$ cat src/hw/rtl/tpsd_pkg.sv
// ----------------------------------------------------------------------------
// tpsd_pkg
// Shared constants and types for the triangle plane slicer with
// duplicate segment removal.
// ----------------------------------------------------------------------------
package tpsd_pkg;

    // segment table geometry
    localparam int SEG_SLOTS = 1024;
    localparam int IDX_W     = $clog2(SEG_SLOTS);
    localparam int CNT_W     = $clog2(SEG_SLOTS + 1);

    // one stored segment: two points of z, y, x
    localparam int PT_W    = 96;
    localparam int ENTRY_W = 2 * PT_W;

    // on-plane tolerance register
    localparam int          TOL_W     = 20;
    localparam logic [19:0] TOL_RESET = 20'd10;

    // bits of one serial multiply or divide pass
    localparam int SER_STEPS = 33;

    // main sequencer
    typedef enum logic [2:0] {
        S_IDLE,
        S_CLASS,
        S_PT,
        S_LERP_GO,
        S_LERP_WAIT,
        S_SRCH,
        S_WR,
        S_OUT
    } t_state;

    // where a segment point comes from
    typedef enum logic [2:0] {
        SRC_V0,
        SRC_V1,
        SRC_V2,
        SRC_E_AB,
        SRC_E_BC,
        SRC_E_AC
    } t_src;

    // interpolation unit
    typedef enum logic [1:0] {
        L_IDLE,
        L_MUL,
        L_DIV,
        L_RND
    } t_lerp_state;

endpackage

$ cat src/hw/rtl/tpsd_lerp.sv
// ----------------------------------------------------------------------------
// tpsd_lerp
// Serial edge interpolation: va + round((vb - va) * da / den), shift-add
// multiply then restoring divide, one bit per cycle, ties away from va.
// ----------------------------------------------------------------------------
module tpsd_lerp
    import tpsd_pkg::*;
(
    input  logic               i_clk,
    input  logic               i_rst_n,
    input  logic               i_start,
    input  logic signed [31:0] i_va,
    input  logic signed [31:0] i_vb,
    input  logic [32:0]        i_da,
    input  logic [33:0]        i_den,
    output logic               o_done,
    output logic signed [31:0] o_result
);

    t_lerp_state r_state, n_state;
    logic [5:0]  r_cnt;
    logic [66:0] r_p;
    logic [33:0] r_rem;
    logic [32:0] r_dq;
    logic [32:0] r_m;
    logic        r_neg;
    logic [33:0] r_den;
    logic [31:0] r_va;
    logic [31:0] r_res;
    logic        r_done;

    logic [32:0] dv;
    logic [33:0] mul_sum;
    logic [34:0] div_t;
    logic        div_ge;
    logic [34:0] div_sub;
    logic        rnd_up;
    logic [32:0] q_rnd;
    logic [33:0] res_w;

    assign dv = {i_vb[31], i_vb} - {i_va[31], i_va};

    // datapath terms
    always_comb begin
        mul_sum = r_p[66:33] + (r_p[0] ? {1'b0, r_m} : 34'd0);
        div_t   = {r_rem, r_dq[32]};
        div_ge  = div_t >= {1'b0, r_den};
        div_sub = div_t - {1'b0, r_den};
        rnd_up  = {r_rem, 1'b0} >= {1'b0, r_den};
        q_rnd   = r_dq + {32'd0, rnd_up};
        res_w   = r_neg ? ({{2{r_va[31]}}, r_va} - {1'b0, q_rnd})
                        : ({{2{r_va[31]}}, r_va} + {1'b0, q_rnd});
    end

    // next state
    always_comb begin
        n_state = r_state;
        unique case (r_state)
            L_IDLE: if (i_start) n_state = L_MUL;
            L_MUL:  if (r_cnt == 6'(SER_STEPS - 1)) n_state = L_DIV;
            L_DIV:  if (r_cnt == 6'(SER_STEPS - 1)) n_state = L_RND;
            L_RND:  n_state = L_IDLE;
            default: n_state = L_IDLE;
        endcase
    end

    always_ff @(posedge i_clk) begin
        if (!i_rst_n) begin
            r_state <= L_IDLE;
            r_cnt   <= '0;
            r_done  <= 1'b0;
        end else begin
            r_state <= n_state;
            r_done  <= (r_state == L_RND);
            if (r_state != n_state) r_cnt <= '0;
            else                    r_cnt <= r_cnt + 6'd1;
        end
    end

    // serial multiply, divide and rounding
    always_ff @(posedge i_clk) begin
        unique case (r_state)
            L_IDLE: begin
                r_m   <= dv[32] ? (33'd0 - dv) : dv;
                r_neg <= dv[32];
                r_va  <= i_va;
                r_den <= i_den;
                r_p   <= {34'd0, i_da};
            end
            L_MUL: begin
                r_p <= {1'b0, mul_sum, r_p[32:1]};
                if (r_cnt == 6'(SER_STEPS - 1)) begin
                    // upper product bits seed the remainder, lower ones shift in
                    r_rem <= {1'b0, mul_sum[33:1]};
                    r_dq  <= {mul_sum[0], r_p[32:1]};
                end
            end
            L_DIV: begin
                r_rem <= div_ge ? div_sub[33:0] : div_t[33:0];
                r_dq  <= {r_dq[31:0], div_ge};
            end
            L_RND: r_res <= res_w[31:0];
            default: r_res <= r_res;
        endcase
    end

    assign o_done   = r_done;
    assign o_result = r_res;

endmodule

$ cat config.mk
export PLATFORM = sky130hd
export DESIGN_NAME = tpsd_lerp
export DESIGN_NICKNAME = d
export VERILOG_FILES = /design/src/hw/rtl/tpsd_pkg.sv /design/src/hw/rtl/tpsd_lerp.sv
export SDC_FILE = /design/constraint.sdc
export NUM_CORES = 1
export LEC_CHECK = 0
export ABC_AREA = 1
export CORE_MARGIN = 2
export CORE_UTILIZATION = 45
export CTS_CLUSTER_DIAMETER = 150
export CTS_CLUSTER_SIZE = 20
export DETAILED_ROUTE_END_ITERATION = 10
export DONT_BUFFER_PORTS = 1
export HOLD_SLACK_MARGIN = 0.03
export PLACE_DENSITY = 0.65
export RECOVER_POWER = 100
export SLEW_MARGIN = 20
export SYNTH_ARGS = -nofsm -noshare
export SYNTH_HDL_FRONTEND = slang
export SYNTH_SLANG_ARGS = --single-unit
$ cat constraint.sdc
create_clock -name i_clk -period 5.15 [get_ports i_clk]
set_clock_uncertainty 0.05 [all_clocks]
set_input_delay 1.03 -clock i_clk [delete_from_list [all_inputs] [get_ports i_clk]]
set_output_delay 1.03 -clock i_clk [all_outputs]
set_load 0.01 [all_outputs]
==> results.py <==
metrics = {
    "setup_path": {
        "critPathMaxFanout": 5,
        "slowest_delay_ps": 460,
        "crit_required_ps": 5380,
        "start_kind": "register",
        "crit_top_cell": "nand2_2",
        "crit_arrival_ps": 5610,
        "cp-startpoint": "r_rem[27]",
        "r2r-start": "r_rem[27]",
        "crit_path_end_kind": "register",
        "critPathSlowestCell": "edfxtp_1",
        "critPathKind": "reg -> reg",
    },
    "floorplan": {
        "fp-row-count": 80,
        "start_util_pct": 45.3,
        "core_sq_mm": 0.0474,
        "io_pins": 167,
        "die_h_um": 223,
        "fp.dieW_um": 223,
        "die_area_sq_mm": 0.0495,
    },
    "final_layout": {
        "fillers": 4539,
        "fin_nets": 3509,
        "drive_gt1_share_pct": 18.4,
        "design_area_sq_mm": 0.0262,
        "stdcell_count": 3860,
        "utilization_pct": 55.2,
        "area_delta_synth_final_pct": 21.8,
    },
    "logic_synthesis": {
        "synth_xor_area_share_pct": 6.00,
        "netlist_area_sq_mm": 0.0215,
        "synthCells": 2933,
        "ys.flop_type": "edfxtp_1",
        "yosysTopAreaCellShare_pct": 37.0,
        "synth_seq_area_share_pct": 37.9,
        "muxShareOfSynthArea_pct": 0,
        "avgSynthCellArea_sq_um": 7.33,
        "yosysWarnings": 0,
        "yosys-top-cells-area": "edfxtp_1 37%, nand2_1 17%, ha_1 7.9%, inv_1 7.7%, nor2_1 5.3%",
        "synth-compound-area-share_pct": 8.99,
        "synth-edff-count": 265,
        "ys_ff_latch": 274,
        "yosysMostFrequentCell": "nand2_1",
        "synthAdderAreaFrac_pct": 8.29,
        "synth.distinct_cells": 55,
        "synth-simple-area-share_pct": 30.2,
        "yosysTopAreaCell": "edfxtp_1",
        "synth_top_family_by_area": "simple AND/OR/NAND/NOR gates",
        "syn-num-nets": 3207,
        "synth_commonest_cells": "958 x nand2_1, 442 x inv_1, 301 x nor2_1",
        "async_flop_share_pct": 0,
    },
    "routing": {
        "routed-via-count": 19800,
        "wire_per_inst_um": 17.1,
        "vias_per_cell": 5.14,
        "drcViolationCount": 0,
        "dr.pass1.iters": 5,
        "first_iter_violations": 1411,
        "final_antenna_net_count": 0,
        "wl_mm": 66.1,
    },
    "sta": {
        "post-route-min-period_ps": 5370,
        "finalCritPeriodShare_pct": 104,
        "maxSlewHeadroom_pct": -160,
        "hold_viol": 0,
        "slew_violations": 273,
        "max_freq_ghz": 0.186,
        "setup_ws_ps": -224,
        "tightest_slew_ps": 3900,
        "setup_viol": 14,
        "rsz0062_at_grt": "true",
        "holdWs_ps": 414,
    },
    "global_routing": {
        "grt_pass1_wl_mm": 102,
        "use_met3_pct": 3.29,
        "overflow": 0,
        "grt.total_usage_pct": 26.0,
        "globalRouteMet2Util_pct": 41.8,
        "busiest_layer": "met2",
        "grtUsageMet1_pct": 37.0,
        "grt_pass1_vias": 19000,
        "grt_max_degree": 73,
        "antenna_found_initial": 5,
    },
    "clock_network": {
        "insertion_delay_ps": 540,
        "cts-buffers-inserted": 17,
        "clk_pin_slew_ps": 90,
        "clock-sinks": 274,
        "cts_root_buffer": "clkbuf_16",
        "clockBufferDepth": 3,
        "cts_tree": "done",
        "hold_buffers": 0,
        "h-tree-depth": 1,
    },
    "placed_design": {
        "dp_cells": 3788,
        "dp_hpwl_mm": 52.6,
        "dpl_worst_slack_ps": -743,
        "placed_cell_area_sq_mm": 0.0242,
        "portBuffers": 0,
        "gp_congestion": 0.965,
    },
    "power_and_ir_drop": {
        "vdd_ir_drop_max_v": 0.000267,
        "p_per_area_mw_per_mm2": 257,
        "leakage_nw": 12.6,
    },
    "worst_hold_path": {
        "hold_class": "reg -> reg",
        "hp-start": "r_cnt[0]",
    },
    "job": {
        "cap_violations": 7,
    },
    "status": {
        "status": "finished, violations left",
        "violations": "max-capacitance violations, max-slew violations, negative setup slack",
    },
}
-- registers in the layout, indices dropped and copies added (netlist names) --
signal,cells
r_dq,33
r_neg,1
r_va,32
r_p,66
r_m,33
r_cnt,6
o_done,1
r_state,2
r_den,34
r_rem,34
o_result,32
-- per-layer routing --
layer  wire [um]  vias to the layer above
met5          30                        -
met4        1680                        4
met3        3580                       91
met2       29600                      479
met1       31200                     9201
li1            -                    10100
-- worst max-delay path, delay by kind of cell, from the launching register on --
family | cells | cell delay (ps)
AO/OA/AOI/OAI | 5 | 620
XOR/XNOR | 1 | 170
adder cells (fa/ha/maj) | 5 | 1140
buffers and inverters | 4 | 310
flip-flops | 1 | 460
AND/OR/NAND/NOR | 22 | 2390
-- per-stage QoR --
step	TNS, ps	power (mW)
global placement	-6860	5.02
global route	-11110	7.12
floorplan	0	4.26
finish	-1700	6.73
detailed placement	-10670	5.05
CTS	-2110	6.56
-- cell type report --
| type | count | area, sq um | area share (%) |
|---|---|---|---|
| antenna | 4 | 10.0 | 0.0382 |
| clock buffer | 23 | 448 | 1.71 |
| clock inverter | 2 | 17.5 | 0.0669 |
| inverter | 448 | 1690 | 6.44 |
| multi-input combinational | 2171 | 12700 | 48.4 |
| sequential | 274 | 8140 | 31.1 |
| tap | 615 | 769 | 2.94 |
| timing repair buffer | 323 | 2430 | 9.30 |
-- logic make-up (layout without fill, tap and decap cells) --
family | Yosys count | after routing
other | 0 | 4
XOR/XNOR | 142 | 142
flip-flops | 274 | 274
buffers and inverters | 488 | 796
AND/OR/NAND/NOR | 1551 | 1551
adder cells (fa/ha/maj) | 140 | 140
AO/OA/AOI/OAI | 338 | 338
-- final timing paths --
path	slack, ps	cells past startpoint	endpoint
max	-220	37	o_result[31]
min reg2reg	410	1	r_cnt[0]
min	410	1	r_cnt[0]
max reg2reg	-220	37	o_result[31]
-- power breakdown --
part	switching, mW	internal, mW	total (mW)
clock	0.769	0.617	1.39
combinational	1.49	1.06	2.54
sequential	0.0743	2.72	2.80
total	2.33	4.40	6.73
-- timing repair --
item	CTS	global route
pin swaps	69	66
setup endpoints to repair	23	23
resized for setup	121	152
buffers inserted	23	24
-- cells in the final DEF, fill, tap and decap left out, drive strengths merged, types with 6 or more instances in the layout --
cell / netlist / routed
a21boi: 7 / 7
a21o: 13 / 13
a21oi: 125 / 125
a221oi: 6 / 6
a31oi: 8 / 8
and2: 6 / 6
buf: 10 / 314
clkbuf: 30 / 32
dfxtp: 9 / 9
edfxtp: 265 / 265
ha: 136 / 136
inv: 447 / 449
nand2: 973 / 973
nand3: 140 / 140
nand3b: 19 / 19
nand4: 38 / 38
nor2: 324 / 324
nor3: 24 / 24
nor4: 6 / 6
o211ai: 17 / 17
o21a: 7 / 7
o21ai: 125 / 125
o21bai: 17 / 17
or2: 16 / 16
xnor2: 51 / 51
xor2: 91 / 91
(Power assumes the default switching activity.)
